[src/rtl/lfrp_pkg.sv]
// Shared types and constants for the link failure recovery policy block.
`default_nettype none

package lfrp_pkg;

  // Event codes carried in the mode field
  typedef enum logic [2:0] {
    MODE_LINK_UP     = 3'd0,
    MODE_CALL_OK     = 3'd1,
    MODE_TICK        = 3'd2,
    MODE_CALL_FAILED = 3'd3,
    MODE_RESTART     = 3'd4
  } mode_t;

  // Result action codes
  typedef enum logic [1:0] {
    ACT_NONE    = 2'd0,
    ACT_RECOVER = 2'd1,
    ACT_GIVE_UP = 2'd2
  } action_t;

  // Configuration register indexes
  localparam logic [2:0] REG_FAILURE_THRESHOLD      = 3'd0;
  localparam logic [2:0] REG_PERSIST_TIME_MS        = 3'd1;
  localparam logic [2:0] REG_COOLDOWN_TIME_MS       = 3'd2;
  localparam logic [2:0] REG_RECOVERY_BUDGET        = 3'd3;
  localparam logic [2:0] REG_HEALTHY_TIME_MS        = 3'd4;
  localparam logic [2:0] REG_INITIAL_RECOVERY_COUNT = 3'd5;

  localparam int CFG_INDEX_W = 3;
  localparam int CFG_DATA_W  = 32;
  localparam int STREAK_MAX  = 255;

  typedef struct packed {
    logic [7:0]  failure_threshold;
    logic [31:0] persist_time_ms;
    logic [31:0] cooldown_time_ms;
    logic [3:0]  recovery_budget;
    logic [31:0] healthy_time_ms;
    logic [3:0]  initial_recovery_count;
  } cfg_t;

  // Result word fields
  typedef struct packed {
    logic       link_online;
    logic [3:0] recovery_count;
    action_t    action;
  } result_t;

endpackage

`default_nettype wire

[src/rtl/lfrp_engine.sv]
// Policy state registers and the single-pass next-state / result logic.
`default_nettype none

module lfrp_engine
  import lfrp_pkg::*;
#(
  parameter int TIME_BITS = 48
) (
  input  wire logic                 clk,
  input  wire logic                 rst,
  input  wire logic                 step,
  input  wire logic [2:0]           mode,
  input  wire logic [TIME_BITS-1:0] now_time_ms,
  input  wire cfg_t                 cfg,
  output      result_t              result
);

  logic [7:0]           failure_streak;
  logic [TIME_BITS-1:0] first_failure_time;
  logic [TIME_BITS-1:0] online_since_time;
  logic [TIME_BITS-1:0] last_recovery_time;
  logic                 online_flag;
  logic                 gave_up_flag;
  logic [3:0]           recovery_counter;

  logic [7:0]           failure_streak_next;
  logic [TIME_BITS-1:0] first_failure_time_next;
  logic [TIME_BITS-1:0] online_since_time_next;
  logic [TIME_BITS-1:0] last_recovery_time_next;
  logic                 online_flag_next;
  logic                 gave_up_flag_next;
  logic [3:0]           recovery_counter_next;
  action_t              action;

  // now >= since and now - since >= limit
  function automatic logic elapsed(input logic [TIME_BITS-1:0] now,
                                   input logic [TIME_BITS-1:0] since,
                                   input logic [31:0]          limit);
    logic [TIME_BITS-1:0] diff;
    diff = now - since;
    return (now >= since) && (diff >= TIME_BITS'(limit));
  endfunction

  // Health-clear check values (link up sees its own updated since time)
  logic [TIME_BITS-1:0] since_eff;
  logic                 online_eff;
  logic                 healthy_clear;

  // Failure path
  logic [TIME_BITS-1:0] fail_first;
  logic [7:0]           fail_streak;
  logic                 fail_ready;

  always_comb begin
    online_eff    = (mode == MODE_LINK_UP) ? 1'b1 : online_flag;
    since_eff     = (mode == MODE_LINK_UP && !online_flag) ? now_time_ms : online_since_time;
    healthy_clear = online_eff && (recovery_counter != 4'd0) &&
                    elapsed(now_time_ms, since_eff, cfg.healthy_time_ms);

    fail_first  = (failure_streak == 8'd0) ? now_time_ms : first_failure_time;
    fail_streak = (failure_streak == 8'(STREAK_MAX)) ? failure_streak : failure_streak + 8'd1;
    fail_ready  = (fail_streak >= cfg.failure_threshold) &&
                  elapsed(now_time_ms, fail_first, cfg.persist_time_ms) &&
                  elapsed(now_time_ms, last_recovery_time, cfg.cooldown_time_ms);
  end

  always_comb begin
    failure_streak_next     = failure_streak;
    first_failure_time_next = first_failure_time;
    online_since_time_next  = online_since_time;
    last_recovery_time_next = last_recovery_time;
    online_flag_next        = online_flag;
    gave_up_flag_next       = gave_up_flag;
    recovery_counter_next   = recovery_counter;
    action                  = ACT_NONE;

    case (mode)
      MODE_LINK_UP, MODE_CALL_OK, MODE_TICK: begin
        online_flag_next       = online_eff;
        online_since_time_next = since_eff;
        if (mode != MODE_TICK) begin
          failure_streak_next     = 8'd0;
          first_failure_time_next = '0;
        end
        if (healthy_clear) begin
          recovery_counter_next = 4'd0;
          gave_up_flag_next     = 1'b0;
        end
      end
      MODE_CALL_FAILED: begin
        online_flag_next        = 1'b0;
        failure_streak_next     = fail_streak;
        first_failure_time_next = fail_first;
        if (fail_ready) begin
          if (recovery_counter >= cfg.recovery_budget) begin
            if (!gave_up_flag) begin
              gave_up_flag_next = 1'b1;
              action            = ACT_GIVE_UP;
            end
          end else begin
            recovery_counter_next   = recovery_counter + 4'd1;
            last_recovery_time_next = now_time_ms;
            failure_streak_next     = 8'd0;
            first_failure_time_next = '0;
            action                  = ACT_RECOVER;
          end
        end
      end
      MODE_RESTART: begin
        failure_streak_next     = 8'd0;
        first_failure_time_next = '0;
        online_since_time_next  = '0;
        last_recovery_time_next = '0;
        online_flag_next        = 1'b0;
        gave_up_flag_next       = 1'b0;
        recovery_counter_next   = cfg.initial_recovery_count;
      end
      default: begin
      end
    endcase
  end

  always_ff @(posedge clk) begin
    if (rst) begin
      failure_streak     <= '0;
      first_failure_time <= '0;
      online_since_time  <= '0;
      last_recovery_time <= '0;
      online_flag        <= 1'b0;
      gave_up_flag       <= 1'b0;
      recovery_counter   <= '0;
    end else if (step) begin
      failure_streak     <= failure_streak_next;
      first_failure_time <= first_failure_time_next;
      online_since_time  <= online_since_time_next;
      last_recovery_time <= last_recovery_time_next;
      online_flag        <= online_flag_next;
      gave_up_flag       <= gave_up_flag_next;
      recovery_counter   <= recovery_counter_next;
    end
  end

  assign result.action         = action;
  assign result.recovery_count = recovery_counter_next;
  assign result.link_online    = online_flag_next;

endmodule

`default_nettype wire

[src/rtl/link_failure_recovery_policy_core.sv]
// Top level: config registers, input word register, policy engine and result register.
//
// Usage:
//   Input stream (s_*): one word per event, mode in the low 3 bits and the
//   millisecond timestamp above it. Output stream (m_*): one result word per
//   event, in order, carrying action, recovery count and link-online flag.
//   Configuration: cfg_we writes cfg_wdata into register cfg_index (0..5);
//   write only while no event is in flight.
// Path: an accepted word is held in the input register and evaluated by the
//   policy logic; its result is loaded into the result register when that
//   register is free or its word is being taken, and then appears on m_tdata.
// Throughput: one event per cycle while m_tready is high. Each event reads the
//   state left by the one before it, and that update closes around the state
//   registers (a few subtract/compare paths on the timestamp).
// Reset: rst (synchronous) clears both stream stages and the policy state and
//   loads the configuration defaults (threshold 3, persist 30000 ms,
//   cooldown 600000 ms, budget 3, healthy 3600000 ms, initial count 0).
// Stall: with m_tready low the result register holds; one more word may sit
//   in the input register, after which s_tready drops until the result moves.
`default_nettype none

module link_failure_recovery_policy_core
  import lfrp_pkg::*;
#(
  parameter int TIME_BITS = 48
) (
  input  wire logic                         clk,
  input  wire logic                         rst,
  input  wire logic                         s_tvalid,
  output      logic                         s_tready,
  // [2:0] mode, [TIME_BITS+2:3] now_time_ms, zero padded to whole bytes
  input  wire logic [((TIME_BITS+10)/8)*8-1:0] s_tdata,
  output      logic                         m_tvalid,
  input  wire logic                         m_tready,
  // [1:0] action, [5:2] recovery_count, [6] link_online, [7] zero
  output      logic [7:0]                   m_tdata,
  input  wire logic                         cfg_we,
  input  wire logic [CFG_INDEX_W-1:0]       cfg_index,
  input  wire logic [CFG_DATA_W-1:0]        cfg_wdata
);

  cfg_t cfg;

  // Input word register
  logic                 in_valid;
  logic [2:0]           in_mode;
  logic [TIME_BITS-1:0] in_now;

  // Result register
  logic    out_valid;
  result_t out_result;

  result_t result;
  logic    advance;

  assign advance  = in_valid && (!out_valid || m_tready);
  assign s_tready = !in_valid || advance;

  always_ff @(posedge clk) begin
    if (rst) begin
      cfg.failure_threshold      <= 8'd3;
      cfg.persist_time_ms        <= 32'd30000;
      cfg.cooldown_time_ms       <= 32'd600000;
      cfg.recovery_budget        <= 4'd3;
      cfg.healthy_time_ms        <= 32'd3600000;
      cfg.initial_recovery_count <= 4'd0;
    end else if (cfg_we) begin
      case (cfg_index)
        REG_FAILURE_THRESHOLD:      cfg.failure_threshold      <= cfg_wdata[7:0];
        REG_PERSIST_TIME_MS:        cfg.persist_time_ms        <= cfg_wdata;
        REG_COOLDOWN_TIME_MS:       cfg.cooldown_time_ms       <= cfg_wdata;
        REG_RECOVERY_BUDGET:        cfg.recovery_budget        <= cfg_wdata[3:0];
        REG_HEALTHY_TIME_MS:        cfg.healthy_time_ms        <= cfg_wdata;
        REG_INITIAL_RECOVERY_COUNT: cfg.initial_recovery_count <= cfg_wdata[3:0];
        default: begin
        end
      endcase
    end
  end

  always_ff @(posedge clk) begin
    if (rst) begin
      in_valid <= 1'b0;
    end else if (s_tvalid && s_tready) begin
      in_valid <= 1'b1;
    end else if (advance) begin
      in_valid <= 1'b0;
    end
  end

  always_ff @(posedge clk) begin
    if (s_tvalid && s_tready) begin
      in_mode <= s_tdata[2:0];
      in_now  <= s_tdata[3 +: TIME_BITS];
    end
  end

  lfrp_engine #(
    .TIME_BITS (TIME_BITS)
  ) u_engine (
    .clk         (clk),
    .rst         (rst),
    .step        (advance),
    .mode        (in_mode),
    .now_time_ms (in_now),
    .cfg         (cfg),
    .result      (result)
  );

  always_ff @(posedge clk) begin
    if (rst) begin
      out_valid <= 1'b0;
    end else if (advance) begin
      out_valid <= 1'b1;
    end else if (m_tready) begin
      out_valid <= 1'b0;
    end
  end

  always_ff @(posedge clk) begin
    if (advance) begin
      out_result <= result;
    end
  end

  assign m_tvalid = out_valid;
  assign m_tdata  = {1'b0, out_result};

endmodule

`default_nettype wire
[config.mk]
export PLATFORM = sky130hd
export DESIGN_NAME = link_failure_recovery_policy_core
export DESIGN_NICKNAME = d
export VERILOG_FILES = /design/src/rtl/lfrp_pkg.sv /design/src/rtl/lfrp_engine.sv /design/src/rtl/link_failure_recovery_policy_core.sv
export SDC_FILE = /design/constraint.sdc
export NUM_CORES = 1
export LEC_CHECK = 0
export BUFFER_PORTS_ARGS = -buffer_cell sky130_fd_sc_hd__buf_4
export CAP_MARGIN = 0
export CORE_UTILIZATION = 25
export CTS_CLUSTER_SIZE = 30
export DETAILED_ROUTE_END_ITERATION = 6
export PLACE_DENSITY_LB_ADDON = 0.05
export SYNTH_ARGS = -nofsm -noshare
export SYNTH_HDL_FRONTEND = slang
export SYNTH_SLANG_ARGS = --single-unit
[constraint.sdc]
create_clock -name clk -period 7.6 [get_ports clk]
set_input_delay 0.76 -clock clk [delete_from_list [all_inputs] [get_ports clk]]
set_output_delay 0.76 -clock clk [all_outputs]
set_load 0.01 [all_outputs]
### Yosys cells after proc, flatten, opt, wreduce, memory -nomap -nowiden

Index checks and enable logic that the tools add are counted.

* flip-flop bits (word level): 330
* bits of input ports: 96
* output and inout port bits: 10

* $add $sub $neg: 5
* magnitude comparators: 8
* equality and inequality tests: 16
* muxes and demuxes: 31
* reduce and logical (&&, ||, !) cells: 38

Operators with widths (count)
* 48-bit 2-to-1 mux: 7
* 48-bit case mux with 2 select lines: 2
* 48-bit by 32-bit greater-or-equal comparator with 1-bit output: 3
* 48-bit greater-or-equal comparator: 3
* 48-bit case mux with 3 select lines: 1
* 48-bit subtractor: 3
* 8-bit 2-to-1 mux: 4
* 8-bit case mux with 3 select lines: 1
* 2-bit AND reduction: 8
* 3-bit by 2-bit == test with 1-bit output (second input constant): 4
* 4-bit 2-to-1 mux: 3
* 4-bit case mux with 3 select lines: 1
* 1-bit logical AND: 10
* 3-bit == test (second input constant): 3
* 1-bit 2-to-1 mux: 9
* 8-bit by 1-bit adder with 8-bit output (second input constant): 1
* 8-bit == test (second input constant): 1
* 8-bit greater-or-equal comparator: 1
* 8-bit logical NOT: 1
* 2-bit by 1-bit != test with 1-bit output (second input constant): 4
* 2-bit nonzero test: 4
* 3-bit by 1-bit == test with 1-bit output (second input constant): 2
* 3-bit logical NOT: 2
* 3-bit AND reduction: 2
* 15 further kinds: 18

### Logic depth before layout (Yosys ltp)

Gate-level depths: netlist (run 1).

* word-level depth: 9
* depth in mapped cells: 34
* mapped depth without buffers: 30

### Modules after synthesis

A second synthesis (run 1) with hierarchy kept.

* cell total of the unflattened synthesis: 3225
* area, all modules: 25668.4 µm²

Modules (own cells, without submodules)
* lfrp_engine: times used 1, cells an instance 2727, area each 19314.8 µm², sequential area each 3163.0 µm²
* link_failure_recovery_policy_core: times used 1, cells an instance 498, area each 6353.6 µm², sequential area each 4023.9 µm²

### Least setup slack after synthesis (run 1)

Ideal clock, no wire load.

* kind: flip-flop to flip-flop
* start: reg in_mode[2]
* end: reg u_engine.gave_up_flag
* arrival: 6.149 ns
* data required time: 7.464 ns
* setup slack: 1.315 ns
* cell stages (with the launch flop): 26
* path buffers: 1
* period minus slack after synthesis: 6.285 ns
* cell sequence: edfxtp_1 nor4_1 clkbuf_1 mux2_2 ha_1 nand2b_1 a211oi_1 o211ai_1 a2111oi_0 nor2_1 o21ai_0 xor2_1 ha_1 a2111oi_0 o21ai_0 o2111ai_1 a211oi_1 a2111oi_0 o2111ai_1 or4_1 nor4_1 and4_1 a31oi_1 and2_1 a21oi_1 a211oi_1

* longest elaborated chain between the ends: 9

RTL lines
* start: declaration: RTL line link_failure_recovery_policy_core.sv:46 `logic [2:0] in_mode;`
* start signal: assignment: RTL line link_failure_recovery_policy_core.sv:93 `in_mode <= s_tdata[2:0];`
* 3-bit logical NOT: RTL line lfrp_engine.sv:55, lfrp_engine.sv:56, lfrp_engine.sv:77
* 1-bit logical AND: RTL line lfrp_engine.sv:56 `since_eff = (mode == MODE_LINK_UP && !online_flag) ? now_time_ms : online_since_time;`
* 48-bit 2-to-1 mux: RTL line lfrp_engine.sv:56
* 48-bit subtractor: RTL line lfrp_engine.sv:40 `diff = now - since;`
* 48-bit by 32-bit greater-or-equal comparator with 1-bit output: RTL line lfrp_engine.sv:41 `return (now >= since) && (diff >= TIME_BITS'(limit));`
* 1-bit logical AND: RTL line lfrp_engine.sv:41
* 1-bit logical AND: RTL line lfrp_engine.sv:57 `healthy_clear = online_eff && (recovery_counter != 4'd0) &&`
* 2-bit by 1-bit != test with 1-bit output (no line)
* 5-bit AND reduction (no line)
* end signal: assignment: RTL line lfrp_engine.sv:138 `gave_up_flag <= gave_up_flag_next;`
* end: declaration: RTL line lfrp_engine.sv:23 `logic gave_up_flag;`

Several ways; a longest one is shown, not always the timed one.
A chain may end at the register's enable or synchronous reset.

==> results of run 1 <==
path summary, 6_finish.rpt:
path	to	cells past startpoint
max	u_engine.recovery_counter[1]	29
min reg2reg	u_engine.last_recovery_time[22]	2
max reg2reg	u_engine.recovery_counter[1]	29
min	in_now[25]	1
layout make-up:
type,instances,share of cell area
diodes,3,0.000255
repair buffers,271,0.0721
flip-flops and latches,330,0.244
well taps,1287,0.0546
clock inverters,23,0.0103
inverters,192,0.0245
multi-input cells,2497,0.551
clock buffers,60,0.0429
what timing repair did:
item	in CTS	in global routing
setup endpoints to repair	0	109
hold endpoints to repair	0	0
resized for setup	0	10
buffers inserted	0	2
critical path, delay by kind of cell (launching register included):
kind / cells / cell delay (ps)
flops: 1 / 490
xor+xnor: 1 / 100
mux: 1 / 370
simple gates: 8 / 2080
fa+ha+maj: 2 / 430
buf+inv: 5 / 940
compound gates: 12 / 2590
power groups by stage:
| stage | Combinational, mW | Clock [mW] | Sequential [mW] |
|---|---|---|---|
| 2_1_floorplan | 0.896 | 0 | 1.89 |
| 4_1_cts | 1.41 | 2.40 | 1.89 |
| 5_1_grt | 1.56 | 2.45 | 1.90 |
| 3_5_place_dp | 1.40 | 0 | 1.93 |
| 3_3_place_gp | 1.40 | 0 | 1.93 |
| 6_report | 1.40 | 2.30 | 1.89 |
logic make-up after synthesis:
family	synth area share
flops	0.290
other cells	0.000151
xor+xnor	0.0388
simple gates	0.205
buf+inv	0.0584
fa+ha+maj	0.132
mux	0.0474
compound gates	0.229
cells in the mapped netlist, drive strengths merged (38+ instances only):
cell | number | share of area
inv | 191 | 0.029
nor2 | 294 | 0.044
o21ai | 155 | 0.031
nand4 | 82 | 0.021
dfxtp | 272 | 0.22
nand2 | 432 | 0.065
xor2 | 48 | 0.017
xnor2 | 62 | 0.022
or3b | 46 | 0.016
nor3 | 40 | 0.0081
a21o | 48 | 0.015
o21a | 38 | 0.012
nand3 | 58 | 0.012
a2bb2oi | 50 | 0.018
a21oi | 402 | 0.081
ha | 256 | 0.13
o211ai | 45 | 0.014
mux2i | 114 | 0.046
clkbuf | 147 | 0.022
edfxtp | 58 | 0.070
through the flow:
stage / total power, mW / cells / hold slack (ps)
after detailed placement: 3.33 / 4575 / 444
final: 5.59 / 4663 / 319
after global routing: 5.91 / 4660 / 285
after floorplan: 2.79 / 3194 / 432
after global placement: 3.33 / 4575 / 439
after CTS: 5.70 / 4658 / 263
sequential cells by signal, indices dropped and copies added (netlist names):
signal                       count
u_engine.recovery_counter        4
in_valid                         1
u_engine.failure_streak          8
u_engine.last_recovery_time     48
u_engine.online_since_time      48
u_engine.online_flag             1
u_engine.first_failure_time     48
m_tdata                          7
cfg                            112
in_now                          48
u_engine.gave_up_flag            1
m_tvalid                         1
in_mode                          3
layer usage:
metal,up-vias,GRT usage,wire (µm)
met3,105,0.0213,3720
met5,-,0,0
met4,0,0.0512,2470
met1,11100,0.272,48100
li1,11800,-,-
met2,438,0.310,43500
==> impl_metrics.csv, run 1 <==
group,metric,value,unit
outcome,status,"complete, no violations",
power,leakage,11.2,nW
yosys,synth_ff_type,"dfxtp_1",
placement,placed_cell_area,27800,µm²
sta,period_share,0.936,
cells_and_area,seq_area,7190,µm²
global_routing,grt_start_max_net_pins,115,
sta,hold_violations,0,
yosys,avgSynthCellArea,7.77,µm²
cells_and_area,layout.nets,3692,
worst_setup_path,cp-startpoint,"in_mode[2]",
detailed_routing,drc,0,
clock_tree,hold_buffers,0,
cells_and_area,utilization,0.300,
die,num_rows,115,
job,drv_cap,0,
yosys,ys_ff_latch,330,
worst_setup_path,cpMostUsedCell,"buf_4",
die,fp.dieH,317,µm
global_routing,grt_usage,0.193,
power,cellPowerDensity,190,nW/µm²
placement,gp_congestion,0.898,
clock_tree,numCtsBuffers,45,
sta,timing.slew.headroom,0.201,
clock_tree,cts_max_path_buffers,3,
yosys,synth_cells,3194,
detailed_routing,vias_per_cell,5.02,
yosys,ys_seq_area_frac,0.290,
sta,worstMarginPinSlew,1190,ps
clock_tree,cts_tree,"yes",
power,p_switching,1.80,mW
power,vdd_drop_max,0.142,mV
hold_path,hold_start,"s_tdata[28]",
worst_setup_path,end_kind,"register",
detailed_routing,drt_first_iter_violations,1439,
clock_tree,htreeDepth,2,
die,die_w,317,µm
worst_setup_path,slowest_stage,"or4_1",
power,p_clk_frac,0.411,
worst_setup_path,reg2reg_slack,490,ps
cells_and_area,final_common_cell,"nand2_1",
worst_setup_path,r2r-start,"in_mode[2]",
worst_setup_path,crit_path_max_fanout,8,
cells_and_area,multi_input_area,16200,µm²
sta,finalCriticalPeriod,7110,ps
yosys,ys_warn_count,0,
sta,final.setup.worst_slack,488,ps
cells_and_area,layout_common_cells,"nand2_1, a21oi_1, nor2_1, dfxtp_1, buf_4",
cells_and_area,drive_above_1_share,0.113,
sta,fmax,141,MHz
die,initial_core_util,0.252,
worst_setup_path,required,8150,ps
cells_and_area,final_area,29500,µm²
die,io_pins,106,
yosys,synth_edf_count,58,
detailed_routing,drt-total-wl,97.8,mm
global_routing,grt_pass1_wl,145,mm
sta,fin_skew,26.3,ps
clock_tree,clkTransAtPathRegs,70,ps
power,switching_share,0.322,
cells_and_area,syn_to_final_growth,18.8,%
global_routing,grt_pass1_vias,23200,
sta,slew_violations,0,
die,die_area,100000,µm²
sta,rsz0062_at_grt,"false",
yosys,synth_cell_types,82,
placement,dp_hpwl,78.4,mm
power,combPwrFrac,0.250,
power,power_frac_seq,0.339,
yosys,syn_nets,3549,
clock_tree,cts.root.buffer_cell,"clkbuf_16",
clock_tree,cts.sinks,330,
sta,setup_viol,0,
global_routing,grt-ovfl-total,0,
global_routing,antenna_found_initial,3,
yosys,netlist_area,24800,µm²
detailed_routing,ant_nets,0,
power,internal-power,3.79,mW
detailed_routing,dr.pass1.iters,7,
sta,setup_tns,0,ps
die,core,98300,µm²
detailed_routing,via_count,23400,
yosys,synth-async-reset-ratio,0,
hold_path,hold_class,"in2reg",
worst_setup_path,critPathKind,"reg2reg",
clock_tree,clkLatencyLatePin,620,ps
placement,port_buffers,99,
detailed_routing,wl_per_cell,21.0,µm
placement,pre_cts_slack,238,ps
cells_and_area,n_fill_cell,10600,
worst_setup_path,critical-path-max-stage-delay,580,ps
worst_setup_path,startpoint_type,"register",
worst_setup_path,crit_arrival,7660,ps
Note: power is estimated with default switching activity, not from simulation.
==> run 2, diff against run 1 <==
--- a/config.mk
+++ b/config.mk
@@ -9,7 +9,7 @@
 export CAP_MARGIN = 0
 export CORE_UTILIZATION = 25
-export CTS_CLUSTER_SIZE = 30
 export DETAILED_ROUTE_END_ITERATION = 6
 export PLACE_DENSITY_LB_ADDON = 0.05
+export SLEW_MARGIN = 30
 export SYNTH_ARGS = -nofsm -noshare
 export SYNTH_HDL_FRONTEND = slang
==> constraint.sdc (replaced) <==
create_clock -name clk -period 7.6 [get_ports clk]
set_input_delay 0.38 -clock clk [delete_from_list [all_inputs] [get_ports clk]]
set_output_delay 0.38 -clock clk [all_outputs]
set_load 0.01 [all_outputs]
==> impl_metrics.csv, run 2 (synthesis results as in run 1) <==
group,metric,value,unit
sta,setup_viol,0,
sta,finalCriticalPeriod,7160,ps
detailed_routing,vias_per_cell,5.01,
detailed_routing,drt-total-wl,97.4,mm
global_routing,grt_start_max_net_pins,89,
clock_tree,cts_tree,"yes",
sta,fin_skew,27.9,ps
cells_and_area,final_common_cell,"nand2_1",
clock_tree,clkLatencyLatePin,630,ps
worst_setup_path,path_delay_family,"simple AND/OR/NAND/NOR gates",
worst_setup_path,crit_arrival,7660,ps
detailed_routing,dr.pass1.iters,6,
die,num_rows,115,
global_routing,antenna_found_initial,3,
cells_and_area,syn_to_final_growth,20.7,%
sta,fmax,140,MHz
cells_and_area,largest_reg_flops,112,
global_routing,grt_pass1_vias,23400,
detailed_routing,drc,0,
worst_setup_path,path_buf_inv,6,
cells_and_area,utilization,0.305,
clock_tree,cts.sinks,330,
placement,port_buffers,99,
worst_setup_path,required,8110,ps
cells_and_area,drive_above_1_share,0.107,
clock_tree,numCtsBuffers,45,
detailed_routing,wl_per_cell,20.7,µm
die,die_area,100000,µm²
clock_tree,cts_max_path_buffers,3,
cells_and_area,layout_common_cells,"nand2_1, a21oi_1, nor2_1, dfxtp_1, ha_1",
sta,worstMarginPinSlew,925,ps
placement,dp_hpwl,77.6,mm
power,vdd_drop_max,0.133,mV
worst_setup_path,startpoint_type,"register",
worst_setup_path,end_kind,"register",
global_routing,grt-ovfl-total,0,
die,core,98300,µm²
sta,period_share,0.942,
sta,hold_violations,0,
clock_tree,clkTransAtPathRegs,60,ps
clock_tree,cts.root.buffer_cell,"clkbuf_16",
detailed_routing,drt_first_iter_violations,1355,
cells_and_area,top_register,"cfg",
worst_setup_path,crit_path_max_fanout,15,
cells_and_area,layout.nets,3737,
hold_path,hold_class,"in2reg",
power,cellPowerDensity,185,nW/µm²
sta,timing.slew.headroom,0.384,
placement,gp_congestion,0.898,
sta,hold-worst-slack,51.6,ps
worst_setup_path,critPathKind,"reg2reg",
detailed_routing,ant_nets,0,
die,initial_core_util,0.252,
die,fp.dieH,317,µm
worst_setup_path,critical-path-max-stage-delay,480,ps
clock_tree,htreeDepth,2,
outcome,status,"complete, no violations",
die,die_w,317,µm
sta,rsz0062_at_grt,"false",
die,io_pins,106,
detailed_routing,via_count,23600,
power,leakage,11.4,nW
sta,setup_tns,0,ps
worst_setup_path,slowest_stage,"ha_1",
global_routing,grt_usage,0.192,
sta,slew_violations,0,
global_routing,grt_pass1_wl,145,mm
job,drv_cap,0,
-- run 2: what timing repair did --
action,4_1_cts,5_1_grt
hold buffers,62,0
gates resized for setup,0,9
setup buffers,0,1
hold endpoints to repair,75,0
setup endpoints to repair,0,103
-- run 2: final cells by class --
cell class                 instances  area [µm²]
fill                           10500       68300
multi-input combinational       2497       16300
sequential                       330        7190
timing repair buffer             316        2610
tap                             1287        1610
clock buffer                      66        1300
inverter                         192         721
clock inverter                    18         245
antenna                            6        15.0
-- run 2: worst reg2reg max path: cells and delay by family, from the launching register on --
| family | cells | cell delay, ps |
|---|---|---|
| AND/OR/NAND/NOR | 15 | 3040 |
| AO/OA/AOI/OAI | 5 | 1330 |
| buffers and inverters | 6 | 1050 |
| XOR/XNOR | 1 | 220 |
| multiplexers | 1 | 170 |
| flip-flops | 1 | 310 |
| adder cells (fa/ha/maj) | 3 | 930 |
-- run 2: power breakdown --
part / internal (mW) / switching, mW
clock: 1.36 / 0.889
combinational: 0.573 / 0.839
sequential: 1.83 / 0.0674
-- run 2: final timing paths --
check,start,slack [ps],endpoint,cells past startpoint
max,u_engine.failure_streak[0],440,m_tdata[4],31
min,cfg_wdata[29],50,cfg[101],3
max reg2reg,u_engine.failure_streak[0],440,m_tdata[4],31
min reg2reg,u_engine.last_recovery_time[20],450,u_engine.last_recovery_time[20],2
-- run 2: stage by stage --
| stage | instances | area, µm² | total power, mW | setup slack (ps) |
|---|---|---|---|---|
| 6_report | 4712 | 29900 | 5.55 | 442 |
| 3_3_place_gp | 4558 | 27700 | 3.31 | 210 |
| 3_5_place_dp | 4559 | 27700 | 3.32 | 221 |
| 2_1_floorplan | 3194 | 24800 | 2.79 | 1310 |
| 4_1_cts | 4705 | 29900 | 5.66 | 185 |
| 5_1_grt | 4706 | 29900 | 5.88 | 43.1 |
-- run 2: per-layer routing --
layer | vias up | global-route usage | wire [µm]
li1 | 11900 | - | -
met5 | - | 0 | 0
met2 | 435 | 0.310 | 43400
met1 | 11200 | 0.269 | 48000
met3 | 110 | 0.0222 | 3640
met4 | 0 | 0.0511 | 2390
==> run 3, diff against run 2 <==
--- a/config.mk
+++ b/config.mk
@@ -11,4 +11,5 @@
 export DETAILED_ROUTE_END_ITERATION = 6
 export PLACE_DENSITY_LB_ADDON = 0.05
+export RECOVER_POWER = 100
 export SLEW_MARGIN = 30
 export SYNTH_ARGS = -nofsm -noshare
==> constraint.sdc (replaced) <==
create_clock -name clk -period 7.6 [get_ports clk]
set_input_delay 0 -clock clk [delete_from_list [all_inputs] [get_ports clk]]
set_output_delay 0 -clock clk [all_outputs]
set_load 0.01 [all_outputs]
==> impl_metrics.csv, run 3 (synthesis results as in run 1) <==
group,metric,value,unit
power,vdd_drop_max,0.133,mV
sta,rsz0062_at_grt,"false",
sta,fmax,140,MHz
clock_tree,numCtsBuffers,44,
clock_tree,post_cts_buffers,0,
clock_tree,cts_max_path_buffers,3,
clock_tree,htreeDepth,2,
clock_tree,cts.sinks,330,
sta,fin_skew,30.0,ps
detailed_routing,drc,4,
clock_tree,clkTransAtPathRegs,60,ps
detailed_routing,drt-total-wl,99.0,mm
worst_setup_path,r2r-start,"u_engine.failure_streak[0]",
placement,dp_hpwl,78.5,mm
detailed_routing,ant_nets,0,
cells_and_area,layout.nets,3764,
hold_path,hold_class,"in2reg",
global_routing,grt-ovfl-total,0,
outcome,status,"finished, violations left",
clock_tree,cts_tree,"yes",
cells_and_area,n_fill_cell,10600,
hold_path,hold_start,"rst",
sta,setup_viol,0,
job,drv_cap,6,
power,p_switching,1.78,mW
placement,port_buffers,99,
detailed_routing,vias_per_cell,5.00,
worst_setup_path,end_kind,"register",
sta,final.setup.worst_slack,450,ps
sta,finalCriticalPeriod,7150,ps
worst_setup_path,reg2reg_slack,450,ps
cells_and_area,syn_to_final_growth,21.2,%
worst_setup_path,critical-path-max-stage-delay,480,ps
cells_and_area,utilization,0.306,
sta,worstMarginPinSlew,2690,ps
detailed_routing,via_count,23700,
cells_and_area,final_common_cell,"nand2_1",
global_routing,grt_pass1_wl,147,mm
sta,setup_tns,0,ps
power,p_clk_frac,0.402,
die,num_rows,115,
worst_setup_path,crit_path_max_fanout,12,
power,combPwrFrac,0.257,
clock_tree,cts.root.buffer_cell,"clkbuf_16",
global_routing,grt_start_max_net_pins,104,
power,internal-power,3.75,mW
power,power_frac_seq,0.342,
placement,dp_cells,4560,
detailed_routing,dr.pass1.iters,7,
placement,pre_cts_slack,409,ps
global_routing,grt_pass1_vias,23400,
die,die_w,317,µm
placement,placed_cell_area,27700,µm²
power,switching_share,0.322,
detailed_routing,wl_per_cell,20.9,µm
worst_setup_path,critPathKind,"reg2reg",
detailed_routing,drt_first_iter_violations,1408,
cells_and_area,top_register,"cfg",
sta,hold-worst-slack,46.2,ps
global_routing,grt_usage,0.195,
worst_setup_path,r2r-end,"m_tdata[4]",
sta,timing.slew.headroom,-0.791,
cells_and_area,largest_reg_flops,112,
global_routing,antenna_found_initial,5,
outcome,failed_checks,"DRC, capacitance limit, slew limit",
worst_setup_path,slowest_stage,"ha_1",
hold_path,whs_path_depth,2,
cells_and_area,drive_above_1_share,0.0976,
sta,slew_violations,262,
cells_and_area,finalNonFillerCells,4732,
cells_and_area,layout_common_cells,"nand2_1, a21oi_1, nor2_1, dfxtp_1, ha_1",
sta,hold_violations,0,
hold_path,hold_end,"cfg[1]",
worst_setup_path,crit_arrival,7520,ps
die,io_pins,106,
worst_setup_path,cpMostUsedCell,"nand4_1",
cells_and_area,final_area,30100,µm²
sta,period_share,0.941,
die,fp.dieH,317,µm
worst_setup_path,required,7970,ps
worst_setup_path,reg2regPathDepth,30,
die,core,98300,µm²
clock_tree,clkLatencyLatePin,620,ps
die,die_area,100000,µm²
die,initial_core_util,0.252,
power,leakage,11.4,nW
power,p_total,5.54,mW
power,cellPowerDensity,184,nW/µm²
placement,gp_congestion,0.967,
worst_setup_path,startpoint_type,"register",
==> run 3: layout make-up <==
class	instances	area, µm²	area share
multi-input cells	2497	16200	0.540
clock inverters	16	262	0.00870
repair buffers	344	2800	0.0931
inverters	192	721	0.0240
diodes	1	2.50	0.0000832
well taps	1287	1610	0.0536
clock buffers	65	1260	0.0419
flip-flops and latches	330	7190	0.239
==> run 3: worst max path at each step <==
stage	endpoint	slack, ps	startpoint	cells past startpoint
floorplan	u_engine.gave_up_flag	1310	in_mode[2]	25
global placement	u_engine.gave_up_flag	360	in_mode[1]	30
detailed placement	u_engine.last_recovery_time[24]	410	u_engine.failure_streak[0]	32
CTS	u_engine.last_recovery_time[30]	350	u_engine.failure_streak[0]	32
global route	m_tdata[4]	5	u_engine.failure_streak[0]	30
finish	m_tdata[4]	450	u_engine.failure_streak[0]	30
==> run 3: metal layers <==
| metal | track usage | vias to the layer above | wire length (µm) |
|---|---|---|---|
| li1 | - | 11900 | - |
| met1 | 0.276 | 11300 | 49100 |
| met2 | 0.317 | 380 | 44800 |
| met3 | 0.0182 | 89 | 3230 |
| met4 | 0.0422 | 0 | 1850 |
| met5 | 0 | - | 0 |
==> run 3: worst max-delay path, delay by kind of cell (launching register included) <==
family                     cells  cell delay (ps)
xor gates and xnor gates       1              180
buffers and inverters          5              850
and+or+nand+nor               16             3390
adders and majority gates      3              920
DFF                            1              350
AOI/OAI and AO/OA              4             1000
muxes                          1              160
==> run 3: what timing repair did <==
item | CTS | global route
hold buffers | 90 | 0
setup endpoints to repair | 0 | 49
resized for setup | 0 | 5
hold endpoints to repair | 165 | 0
==> run 3: power groups by stage <==
stage / logic, mW / registers, mW / clock network (mW)
after global routing: 1.59 / 1.90 / 2.38
final: 1.42 / 1.89 / 2.23
after floorplan: 0.896 / 1.89 / 0
after global placement: 1.39 / 1.93 / 0
after detailed placement: 1.40 / 1.93 / 0
after CTS: 1.44 / 1.89 / 2.32
